$ cat src/dlcs_pkg.sv
// Package for the delimited line cell splitter.
// Holds the command word passed from the front to the back, the codes and the sizes.
// No dependencies.
package dlcs_pkg;

   localparam int HELD_SPACE_DEPTH_DEF = 16;
   localparam int QUEUE_DEPTH = 4;

   localparam logic [7:0] CH_CR = 8'h0D;
   localparam logic [7:0] CH_QUOTE = 8'h22;
   localparam logic [7:0] CH_SPACE = 8'h20;
   localparam logic [7:0] CH_TAB = 8'h09;
   localparam logic [7:0] DELIM_RESET = 8'd44;

   localparam logic [1:0] QM_OUTSIDE = 2'd0;
   localparam logic [1:0] QM_INSIDE = 2'd1;
   localparam logic [1:0] QM_PENDING = 2'd2;

   localparam logic ACT_BYTE = 1'b0;
   localparam logic ACT_EOL = 1'b1;

   localparam logic [1:0] KIND_BYTE = 2'd0;
   localparam logic [1:0] KIND_CELL_END = 2'd1;
   localparam logic [1:0] KIND_LINE_END = 2'd2;

   localparam logic [1:0] OP_HOLD = 2'd0;
   localparam logic [1:0] OP_CONTENT = 2'd1;
   localparam logic [1:0] OP_END_CELL = 2'd2;
   localparam logic [1:0] OP_END_LINE = 2'd3;

   typedef struct packed {
      logic [1:0] op;
      logic [7:0] data;
      logic       trunc;
   } dlcs_cmd_type;

   typedef struct packed {
      logic full;
      logic empty;
   } dlcs_queue_status_type;

   function automatic logic is_ws(input logic [7:0] b);
      is_ws = (b == CH_SPACE) || ((b >= CH_TAB) && (b <= CH_CR));
   endfunction

endpackage

$ cat src/dlcs_front.sv
// Front end of the splitter: accepts words, tracks quoting and cell state,
// and issues hold, content and end commands. Depends on dlcs_pkg.
module dlcs_front
   import dlcs_pkg::*;
#(
   parameter int HELD_SPACE_DEPTH = HELD_SPACE_DEPTH_DEF
) (
   input  logic                  clock,
   input  logic                  reset,
   input  logic                  item_valid,
   input  logic                  item_action,
   input  logic [7:0]            item_byte,
   input  logic                  delim_wr,
   input  logic [7:0]            delim_data,
   input  dlcs_queue_status_type q_status,
   output logic                  item_ready,
   output logic                  cmd_push,
   output dlcs_cmd_type          cmd
);

   localparam int CNT_W = $clog2(HELD_SPACE_DEPTH + 1);
   localparam logic [CNT_W-1:0] DEPTH_C = CNT_W'(HELD_SPACE_DEPTH);

   logic [7:0]       delim_ff, delim_in;
   logic [1:0]       quote_ff, quote_in;
   logic             started_ff, started_in;
   logic [CNT_W-1:0] count_ff, count_in;
   logic             ovf_ff, ovf_in;

   logic             accept;
   logic [1:0]       q_eff;
   logic             do_content;
   logic [7:0]       content_b;
   logic             do_end;

   assign item_ready = !q_status.full;
   assign accept = item_valid && item_ready;
   assign delim_in = delim_wr ? delim_data : delim_ff;

   always_comb begin
      quote_in = quote_ff;
      started_in = started_ff;
      count_in = count_ff;
      ovf_in = ovf_ff;
      cmd_push = 1'b0;
      cmd = '{op: OP_HOLD, data: item_byte, trunc: 1'b0};
      do_content = 1'b0;
      do_end = 1'b0;
      content_b = item_byte;
      q_eff = (quote_ff == QM_OUTSIDE || quote_ff == QM_INSIDE) ? quote_ff : QM_OUTSIDE;
      if (accept) begin
         if (item_action == ACT_EOL) begin
            do_end = 1'b1;
            cmd.op = OP_END_LINE;
            quote_in = QM_OUTSIDE;
         end else if (quote_ff == QM_PENDING && item_byte == CH_QUOTE) begin
            quote_in = QM_INSIDE;
            do_content = 1'b1;
            content_b = CH_QUOTE;
         end else begin
            quote_in = q_eff;
            priority if (item_byte == CH_CR) begin
               quote_in = q_eff;
            end else if (item_byte == CH_QUOTE) begin
               quote_in = (q_eff == QM_INSIDE) ? QM_PENDING : QM_INSIDE;
            end else if (item_byte == delim_ff && q_eff == QM_OUTSIDE) begin
               do_end = 1'b1;
               cmd.op = OP_END_CELL;
            end else begin
               do_content = 1'b1;
            end
         end
         if (do_end) begin
            cmd_push = 1'b1;
            cmd.trunc = ovf_ff;
            started_in = 1'b0;
            count_in = '0;
            ovf_in = 1'b0;
         end
         if (do_content) begin
            cmd.data = content_b;
            if (is_ws(content_b)) begin
               if (started_ff) begin
                  if (count_ff < DEPTH_C) begin
                     cmd_push = 1'b1;
                     cmd.op = OP_HOLD;
                     count_in = count_ff + 1'b1;
                  end else begin
                     ovf_in = 1'b1;
                  end
               end
            end else begin
               cmd_push = 1'b1;
               cmd.op = OP_CONTENT;
               count_in = '0;
               started_in = 1'b1;
            end
         end
      end
   end

   always_ff @(posedge clock) begin
      if (reset) begin
         delim_ff <= DELIM_RESET;
         quote_ff <= QM_OUTSIDE;
         started_ff <= 1'b0;
         count_ff <= '0;
         ovf_ff <= 1'b0;
      end else begin
         delim_ff <= delim_in;
         quote_ff <= quote_in;
         started_ff <= started_in;
         count_ff <= count_in;
         ovf_ff <= ovf_in;
      end
   end

endmodule

$ cat src/dlcs_queue.sv
// Short command queue between the front and the back of the splitter.
// Depends on dlcs_pkg.
module dlcs_queue
   import dlcs_pkg::*;
(
   input  logic                  clock,
   input  logic                  reset,
   input  logic                  push,
   input  dlcs_cmd_type          push_cmd,
   input  logic                  pop,
   output dlcs_cmd_type          head,
   output dlcs_queue_status_type status
);

   localparam int PTR_W = $clog2(QUEUE_DEPTH);
   localparam int CNT_W = $clog2(QUEUE_DEPTH + 1);
   localparam logic [CNT_W-1:0] DEPTH_C = CNT_W'(QUEUE_DEPTH);

   dlcs_cmd_type     slot_ff [QUEUE_DEPTH];
   logic [PTR_W-1:0] wr_ff, wr_in;
   logic [PTR_W-1:0] rd_ff, rd_in;
   logic [CNT_W-1:0] cnt_ff, cnt_in;

   assign status.full = (cnt_ff == DEPTH_C);
   assign status.empty = (cnt_ff == '0);
   assign head = slot_ff[rd_ff];

   always_comb begin
      wr_in = push ? wr_ff + 1'b1 : wr_ff;
      rd_in = pop ? rd_ff + 1'b1 : rd_ff;
      cnt_in = cnt_ff + CNT_W'(push) - CNT_W'(pop);
   end

   always_ff @(posedge clock) begin
      if (reset) begin
         wr_ff <= '0;
         rd_ff <= '0;
         cnt_ff <= '0;
      end else begin
         wr_ff <= wr_in;
         rd_ff <= rd_in;
         cnt_ff <= cnt_in;
      end
   end

   always_ff @(posedge clock) begin
      if (push) begin
         slot_ff[wr_ff] <= push_cmd;
      end
   end

endmodule

$ cat src/dlcs_back.sv
// Back end of the splitter: keeps held whitespace, releases it before content,
// and drives the registered result stage. Depends on dlcs_pkg.
module dlcs_back
   import dlcs_pkg::*;
#(
   parameter int HELD_SPACE_DEPTH = HELD_SPACE_DEPTH_DEF
) (
   input  logic         clock,
   input  logic         reset,
   input  logic         q_empty,
   input  dlcs_cmd_type head,
   output logic         pop,
   input  logic         out_ready,
   output logic         out_valid,
   output logic [1:0]   out_kind,
   output logic [7:0]   out_byte,
   output logic         out_trunc,
   output logic         out_last
);

   localparam int CNT_W = $clog2(HELD_SPACE_DEPTH + 1);
   localparam int IDX_W = (HELD_SPACE_DEPTH > 1) ? $clog2(HELD_SPACE_DEPTH) : 1;

   logic [7:0]       held_mem [HELD_SPACE_DEPTH];
   logic [CNT_W-1:0] count_ff, count_in;
   logic [CNT_W-1:0] rel_ff, rel_in;
   logic             valid_ff, valid_in;
   logic [1:0]       kind_ff, kind_in;
   logic [7:0]       byte_ff, byte_in;
   logic             trunc_ff, trunc_in;
   logic             last_ff, last_in;
   logic             slot_free;
   logic             hold_wr;
   logic             rel_rd;

   assign slot_free = !valid_ff || out_ready;

   always_comb begin
      count_in = count_ff;
      rel_in = rel_ff;
      valid_in = valid_ff && !out_ready;
      kind_in = kind_ff;
      byte_in = byte_ff;
      trunc_in = trunc_ff;
      last_in = last_ff;
      pop = 1'b0;
      hold_wr = 1'b0;
      rel_rd = 1'b0;
      if (!q_empty) begin
         unique case (head.op)
            OP_HOLD: begin
               hold_wr = 1'b1;
               count_in = count_ff + 1'b1;
               pop = 1'b1;
            end
            OP_CONTENT: begin
               if (slot_free) begin
                  valid_in = 1'b1;
                  kind_in = KIND_BYTE;
                  trunc_in = 1'b0;
                  if (rel_ff < count_ff) begin
                     rel_rd = 1'b1;
                     last_in = 1'b0;
                     rel_in = rel_ff + 1'b1;
                  end else begin
                     byte_in = head.data;
                     last_in = 1'b1;
                     rel_in = '0;
                     count_in = '0;
                     pop = 1'b1;
                  end
               end
            end
            OP_END_CELL, OP_END_LINE: begin
               if (slot_free) begin
                  valid_in = 1'b1;
                  kind_in = (head.op == OP_END_LINE) ? KIND_LINE_END : KIND_CELL_END;
                  byte_in = 8'd0;
                  trunc_in = head.trunc;
                  last_in = 1'b1;
                  rel_in = '0;
                  count_in = '0;
                  pop = 1'b1;
               end
            end
            default: begin
               pop = 1'b0;
            end
         endcase
      end
   end

   always_ff @(posedge clock) begin
      if (reset) begin
         count_ff <= '0;
         rel_ff <= '0;
         valid_ff <= 1'b0;
      end else begin
         count_ff <= count_in;
         rel_ff <= rel_in;
         valid_ff <= valid_in;
      end
   end

   always_ff @(posedge clock) begin
      kind_ff <= kind_in;
      trunc_ff <= trunc_in;
      last_ff <= last_in;
      if (rel_rd) begin
         byte_ff <= held_mem[rel_ff[IDX_W-1:0]];
      end else begin
         byte_ff <= byte_in;
      end
   end

   always_ff @(posedge clock) begin
      if (hold_wr) begin
         held_mem[count_ff[IDX_W-1:0]] <= head.data;
      end
   end

   assign out_valid = valid_ff;
   assign out_kind = kind_ff;
   assign out_byte = byte_ff;
   assign out_trunc = trunc_ff;
   assign out_last = last_ff;

endmodule

$ cat src/delimited_line_cell_splitter.sv
// With the queue empty, an accepted word passes through the queue slot and then the registered
// result stage before its first result reaches rsp. Throughput: one input word per cycle into a
// four-entry queue while the queue is not full; the back end takes one command at a time and
// releases each held whitespace byte on rsp before the content byte. Depends on dlcs_pkg.
// Reset (synchronous) empties the queue and result stage, clears the cell state and
// sets the delimiter to a comma.
module delimited_line_cell_splitter
   import dlcs_pkg::*;
#(
   parameter int HELD_SPACE_DEPTH = HELD_SPACE_DEPTH_DEF
) (
   input  logic        clock,
   input  logic        reset,
   input  logic        req_tvalid,
   output logic        req_tready,
   input  logic [7:0]  req_tdata,   // line_byte[7:0]
   input  logic        req_tuser,   // action[0]
   output logic        rsp_tvalid,
   input  logic        rsp_tready,
   output logic [15:0] rsp_tdata,   // cell_byte[7:0], cell_truncated[8], zero[15:9]
   output logic [1:0]  rsp_tuser,   // result_kind[1:0]
   output logic        rsp_tlast,
   input  logic        csr_valid,
   output logic        csr_ready,
   input  logic [7:0]  csr_data
);

   dlcs_queue_status_type q_status;
   dlcs_cmd_type          push_cmd;
   dlcs_cmd_type          head;
   logic                  push;
   logic                  pop;
   logic [7:0]            cell_byte;
   logic                  cell_trunc;

   assign csr_ready = 1'b1;

   dlcs_front #(
      .HELD_SPACE_DEPTH(HELD_SPACE_DEPTH)
   ) u_front (
      .clock       (clock),
      .reset       (reset),
      .item_valid  (req_tvalid),
      .item_action (req_tuser),
      .item_byte   (req_tdata),
      .delim_wr    (csr_valid),
      .delim_data  (csr_data),
      .q_status    (q_status),
      .item_ready  (req_tready),
      .cmd_push    (push),
      .cmd         (push_cmd)
   );

   dlcs_queue u_queue (
      .clock    (clock),
      .reset    (reset),
      .push     (push),
      .push_cmd (push_cmd),
      .pop      (pop),
      .head     (head),
      .status   (q_status)
   );

   dlcs_back #(
      .HELD_SPACE_DEPTH(HELD_SPACE_DEPTH)
   ) u_back (
      .clock     (clock),
      .reset     (reset),
      .q_empty   (q_status.empty),
      .head      (head),
      .pop       (pop),
      .out_ready (rsp_tready),
      .out_valid (rsp_tvalid),
      .out_kind  (rsp_tuser),
      .out_byte  (cell_byte),
      .out_trunc (cell_trunc),
      .out_last  (rsp_tlast)
   );

   assign rsp_tdata = {7'd0, cell_trunc, cell_byte};

endmodule
$ cat config.mk
export PLATFORM = sky130hd
export DESIGN_NAME = delimited_line_cell_splitter
export DESIGN_NICKNAME = d
export VERILOG_FILES = /design/src/dlcs_pkg.sv /design/src/dlcs_front.sv /design/src/dlcs_queue.sv /design/src/dlcs_back.sv /design/src/delimited_line_cell_splitter.sv
export SDC_FILE = /design/constraint.sdc
export NUM_CORES = 1
export LEC_CHECK = 0
export CELL_PAD_IN_SITES_DETAIL_PLACEMENT = 0
export CELL_PAD_IN_SITES_GLOBAL_PLACEMENT = 2
export CORE_UTILIZATION = 25
export CTS_CLUSTER_DIAMETER = 40
export CTS_CLUSTER_SIZE = 24
export DETAILED_ROUTE_END_ITERATION = 10
export DONT_BUFFER_PORTS = 1
export PLACE_DENSITY_LB_ADDON = 0.1
export SYNTH_ARGS = -nofsm -noshare
export SYNTH_HDL_FRONTEND = slang
export SYNTH_SLANG_ARGS = --single-unit
export TNS_END_PERCENT = 50
$ cat constraint.sdc
create_clock -name clock -period 2.8 [get_ports clock]
set_input_delay 0.56 -clock clock [delete_from_list [all_inputs] [get_ports clock]]
set_output_delay 0.56 -clock clock [all_outputs]
set_load 0.005 [all_outputs]
==> Word level (Yosys, flattened, before mapping) <==
Memory sizes are Yosys's and may differ from the RTL's. A register that Yosys moved wholly into a read port is not among the register bits.
Index checks and enable logic that the tools add are counted.
{ "totals": {"ff_bits": 47, "mem_bits_rw": 172, "out_inout_bits": 22, "elab_cells": 165, "n_memories": 2} }
{ "memory_table": {"columns": ["name", "words", "width", "rd", "rd_ports_with_merged_regs", "wr", "line", "rtl"], "rows": [
  ["u_back.held_mem", 16, 8, 1, 1, 1, "dlcs_back.sv:24", "logic [7:0] held_mem [HELD_SPACE_DEPTH];"],
  ["u_queue.slot_ff", 4, 11, 1, 1, 1, "dlcs_queue.sv:19", "dlcs_cmd_type slot_ff [QUEUE_DEPTH];"]
]} }
{ "op_classes": {"n_addsub": 7, "order_cmp": 4, "eq_ne": 18, "muxes": 96, "bitwise": 1, "reduce_logical": 22} }
{ "op_table": {"columns": ["op", "count"], "rows": [
  ["8-bit 2-to-1 mux", 8],
  ["5-bit 2-to-1 mux", 10],
  ["1-bit 2-to-1 mux", 48],
  ["2-bit 2-to-1 mux", 19],
  ["8-bit by 6-bit equality test with 1-bit output (second input constant)", 2],
  ["8-bit case mux with 2 select lines", 1],
  ["5-bit by 1-bit adder with 5-bit output (second input constant)", 3],
  ["5-bit case mux with 3 select lines", 1],
  ["11-bit 2-to-1 mux", 1],
  ["10-bit 2-to-1 mux", 1],
  ["5-bit case mux with 2 select lines", 1],
  ["8-bit by 4-bit equality test with 1-bit output (second input constant)", 1],
  ["8-bit equality test", 1],
  ["8-bit by 4-bit greater-or-equal comparator with 1-bit output (second input constant)", 1],
  ["8-bit by 4-bit <= comparator with 1-bit output (second input constant)", 1],
  ["4-bit 2-to-1 mux", 2],
  ["4-bit AND reduction", 2],
  ["2-bit by 1-bit equality test with 1-bit output (second input constant)", 3],
  ["2-bit equality test (second input constant)", 3],
  ["2-bit zero test", 3],
  ["3-bit by 1-bit != test with 1-bit output (second input constant)", 2],
  ["1-bit logical AND", 5],
  ["5-bit less-than comparator", 1],
  ["5-bit less-than comparator (second input constant)", 1],
  ["19 further kinds", 27]
]} }

==> Depth between registers and ports, before layout <==
{ "depth": {"ltp_word": 19, "ltp_mapped": 16} }

==> Hierarchy <==
A second synthesis with hierarchy kept.
{ "unflattened": {"hier_cells": 585, "area_unflattened_um2": 9430.3} }
{ "by_module_without_submodules": {"columns": ["module", "n_inst", "cells_each", "area_per_inst_um2", "seq_area_each_um2"], "rows": [
  ["dlcs_back", 1, 335, 6179.7, 4504.3],
  ["dlcs_queue", 1, 99, 2025.7, 1501.4],
  ["dlcs_front", 1, 140, 1149.9, 340.3],
  ["delimited_line_cell_splitter", 1, 11, 75.1, 0.0]
]} }

==> Worst setup path after synthesis <==
No wires, ideal clock.
{ "synth_path": {"path_kind": "flip-flop to flip-flop", "startpoint": "register u_back.count_ff[2]", "endpoint": "register u_queue.cnt_ff[2]", "setup_ns": 0.128, "t_arrival_ns": 2.907, "path_slack_ns": -0.235, "path_stages_with_launch": 16, "n_path_buf": 1, "synth_period_minus_slack_ns": 3.035, "cell_sequence": "dfxtp_1 clkbuf_1 inv_1 ha_1 a2111oi_0 o21ai_2 a21oi_4 inv_1 ha_1 inv_1 ha_1 inv_1 fa_1 xor2_1 xnor2_1 nor2_1"} }
{ "synth_between": {"elab_chain_cells": 6} }
{ "synth_lines": {"columns": ["element", "line", "rtl"], "rows": [
  ["from (decl)", "dlcs_back.sv:25", "logic [CNT_W-1:0] count_ff, count_in;"],
  ["from (signal assigned)", "dlcs_back.sv:99", "count_ff <= count_in;"],
  ["5-bit less-than comparator", "dlcs_back.sv:61", "if (rel_ff < count_ff) begin"],
  ["1-bit 2-to-1 mux", "dlcs_back.sv:61", null],
  ["1-bit 2-to-1 mux", "dlcs_back.sv:57", "if (slot_free) begin"],
  ["1-bit case mux with 3 select lines", "dlcs_back.sv:50", "unique case (head.op)"],
  ["1-bit 2-to-1 mux", "dlcs_back.sv:49", "if (!q_empty) begin"],
  ["named net pop", "delimited_line_cell_splitter.sv:32", "logic pop;"],
  ["3-bit by 1-bit subtractor with 3-bit output", "dlcs_queue.sv:31", "cnt_in = cnt_ff + CNT_W'(push) - CNT_W'(pop);"],
  ["to (signal assigned)", "dlcs_queue.sv:42", "cnt_ff <= cnt_in;"],
  ["to (decl)", "dlcs_queue.sv:22", "logic [CNT_W-1:0] cnt_ff, cnt_in;"]
]} }
The timed path passes the listed nets, and every way through them passes these cells.
A chain may end at the register's enable or synchronous reset.

==> run_results.csv <==
group,metric,value,unit
clock_network,h-tree-depth,2,
setup_path,worstReg2RegEnd,"u_queue.cnt_ff[2]$_SDFF_PP0_",
placement,gp_congestion,0.708,
die,dieArea,38300,sq um
pwr,power.density,970,nW/um^2
pwr,combPwrFrac,0.174,
pwr,sw_frac_of_total,0.269,
pwr,power,0.0112,W
pwr,p_leak,3.81,nW
setup_path,r2r_slack,160,ps
synth,synth_edf_count,184,
global_route,grt_max_degree,37,
synth,ys.flop_type,"edfxtp_1",
die,io_pins,44,
pwr,pwr-share-clk,0.432,
sta,hold_viol,0,
sta,fin_crit,2640,ps
die,coreArea,36800,sq um
synth,ys_warn_count,0,
global_route,track_usage,0.120,
synth,synthCells,579,
setup_path,timing.rr.start,"u_queue.slot_ff[3][10]$_DFFE_PP_",
die,die_y,196,um
global_route,grt_overflow,0,
setup_path,cpMostUsedCell,"inv_2",
synth,ys_ff_latch,225,
sta,finClkSkew,28.1,ps
setup_path,crit_type,"reg2reg",
sta,timing.final.ws_setup,159,ps
clock_network,cts_made_buffers,39,
pwr,irDropWorstVdd,0.505,mV
sta,fin_crit_sh,0.943,
drt,route.vias.total,4944,
final_layout,fillers,3621,
clock_network,cts_tree,"yes",
clock_network,cts-root-buf,"clkbuf_16",
drt,route.detailed.drc,0,
final_layout,diodes,0,
outcome,outcome,"finished clean",
synth,syn-cell-area,9380,sq um
global_route,first_global_vias,5310,
synth,yosysUniqueCellTypes,60,
hold_path,hp-start,"reset",
final_layout,area_growth,23.0,%
setup_path,crit_path_max_incr_delay,550,ps
pwr,intPower,0.00817,W
pwr,p_switching,0.00301,W
clock_network,cts_num_sinks,225,
drt,avgRoutedWirePerCell,19.4,um
flow_run,drv_cap,0,
drt,drt_iter0_markers,210,
placement,dpl.hpwl,14600,um
die,rows,70,
synth,synthArstFlopShare,0,
setup_path,reg2regPathDepth,13,
clock_network,clkTransAtPathRegs,50,ps
setup_path,path_cells,"mux4_2 > nor2_2 > o21ai_2 > a21oi_4 > inv_2 > ha_4 > inv_1 > ha_2 > inv_2 > fa_2 > xor2_1 > xnor2_1 > nor2_1",
placement,place_ws,34.8,ps
pwr,p_seq_frac,0.394,
setup_path,cp.arrival,3060,ps
global_route,grt_pass1_wl,33500,um
final_layout,nets,666,
clock_network,insertion_delay,540,ps
drt,drt_wl_total,21800,um
global_route,antenna_found_initial,0,
sta,worst_pin_slew,618,ps
setup_path,critPathSlowestCell,"mux4_2",
drt,dr.pass1.iters,4,
sta,fmax,379,MHz
drt,routed_via_density,4.39,
hold_path,hold_path_end,"u_queue.wr_ff[1]$_SDFFE_PP0P_",
synth,avgSynthCellArea,16.2,sq um
final_layout,drive_above_1_share,0.269,
hold_path,min_path_type,"in2reg",
setup_path,crit_path_end_kind,"flip-flop",
sta,drv_slew,0,
sta,max_slew_margin,0.587,
clock_network,cts_buffer_depth,3,
drt,ant_nets,0,
setup_path,worstPathRequired,3220,ps
die,die_width,196,um
synth,yosysSeqAreaShare,0.677,
setup_path,start_kind,"flip-flop",
die,initial_core_util,0.255,
sta,setup_viol,0,
hold_path,hold_path_depth,1,
placement,port_buffers,0,
setup_path,crit_fanout,5,
registers in the layout (all words and copies together) (netlist names), 2 cells and up, named ones only:
name,cells
u_back.count_ff,5
u_back.held_mem,128
u_back.out_byte,8
u_back.out_kind,2
u_back.rel_ff,5
u_front.count_ff,5
u_front.delim_ff,8
u_front.quote_ff,2
u_queue.cnt_ff,3
u_queue.rd_ff,2
u_queue.slot_ff,44
u_queue.wr_ff,2
worst max path at each step:
stage | cells past startpoint | to | startpoint
after floorplan | 13 | u_queue.cnt_ff[2]$_SDFF_PP0_ | flip-flop
after global placement | 13 | u_queue.cnt_ff[2]$_SDFF_PP0_ | flip-flop
after detailed placement | 13 | u_queue.cnt_ff[2]$_SDFF_PP0_ | flip-flop
after CTS | 13 | u_queue.cnt_ff[2]$_SDFF_PP0_ | flip-flop
after global routing | 13 | u_queue.cnt_ff[2]$_SDFF_PP0_ | u_queue.slot_ff[3][10]$_DFFE_PP_
final | 13 | u_queue.cnt_ff[2]$_SDFF_PP0_ | u_queue.slot_ff[3][10]$_DFFE_PP_
kinds of logic (layout without fill, tap and decap cells):
kind of cell	Yosys count	after routing	share of synthesized area
DFF	225	225	0.677
and+or+nand+nor	140	140	0.0793
AOI/OAI and AO/OA	61	61	0.0438
buffers and inverters	59	131	0.0298
muxes	58	58	0.130
adders and majority gates	17	17	0.0235
xor gates and xnor gates	17	17	0.0159
other	2	8	0.000801
final cells by class:
type                       instances  area, sq um  share of cell area
clock inverter                    26          342              0.0296
clock buffer                      45          998              0.0866
tap                              468          586              0.0508
inverter                          17         63.8             0.00553
sequential                       225         6350               0.551
multi-input combinational        301         2810               0.244
timing repair buffer              43          385              0.0334
layer usage:
metal,global-route usage,part of all wire,up-vias
li1,-,-,2318
met1,0.159,0.46,2502
met2,0.188,0.47,81
met3,0.0285,0.045,43
met4,0.0515,0.025,0
met5,0,0,-
per-stage QoR:
step / area [sq um] / util / hold slack (ps) / TNS, ps / std cells
floorplan: 9420 / - / 450 / 0 / 585
global placement: 10200 / 0.276 / 470 / 0 / 1053
detailed placement: 10200 / 0.276 / 469 / 0 / 1053
CTS: 11500 / 0.313 / 56.1 / 0 / 1124
global route: 11500 / 0.314 / 66.9 / -14.1 / 1125
finish: 11500 / 0.314 / 97.2 / 0 / 1125
power groups by stage:
stage | registers (W) | clock network (W) | logic (W)
3_5_place_dp | 0.00447 | 0 | 0.00196
2_1_floorplan | 0.00444 | 0 | 0.00127
5_1_grt | 0.00444 | 0.00512 | 0.00221
6_report | 0.00440 | 0.00483 | 0.00195
3_3_place_gp | 0.00446 | 0 | 0.00196
4_1_cts | 0.00441 | 0.00499 | 0.00197
placed cells by master (no fill, tap or decap), types with 15 or more instances in the layout:
master	count
clkbuf_16	39
a21oi_1	15
buf_4	38
and2_1	18
nand2_1	31
mux4_2	51
nor2_1	29
dfxtp_1	39
edfxtp_1	184
Yosys cell counts, types with 2 or more instances:
cell	n	area [sq um]
conb_1	2	7.51
or3_1	7	43.8
o21ai_1	3	15.0
mux2i_1	6	60.1
buf_1	3	11.3
and2_1	18	113
nand3_1	4	20.0
and4_1	3	26.3
nor3_1	5	25.0
nor2b_1	8	50.1
nor2_2	2	12.5
nor2_1	30	113
ha_1	16	200
buf_6	2	22.5
o22ai_1	3	18.8
and3_1	6	37.5
nor3b_1	4	30.0
nand2b_1	6	37.5
o21ai_0	14	70.1
nand4_1	6	37.5
mux4_2	51	1150
buf_2	7	35.0
nand2_1	31	116
a211o_1	4	35.0
o2bb2ai_1	2	17.5
edfxtp_1	184	5530
xor2_1	5	43.8
a21oi_1	15	75.1
clkbuf_1	21	78.8
nor4_1	2	12.5
dfxtp_1	41	821
inv_1	17	63.8
buf_4	9	67.6
a21o_1	5	37.5
xnor2_1	12	105
repair_timing:
item / in CTS / in global routing
hold buffers: 0 / 0
gates resized for setup: 0 / 7
setup buffers: 0 / 1
setup endpoints to repair: 0 / 1
worst max-delay path, delay by kind of cell, from the launching register on:
kind,cells,cell delay (ps)
fa+ha+maj,3,680
buf+inv,3,150
simple gates,2,200
xor+xnor,2,290
compound gates,2,260
mux,1,550
flops,1,390
Note: power is estimated with default switching activity, not from simulation.
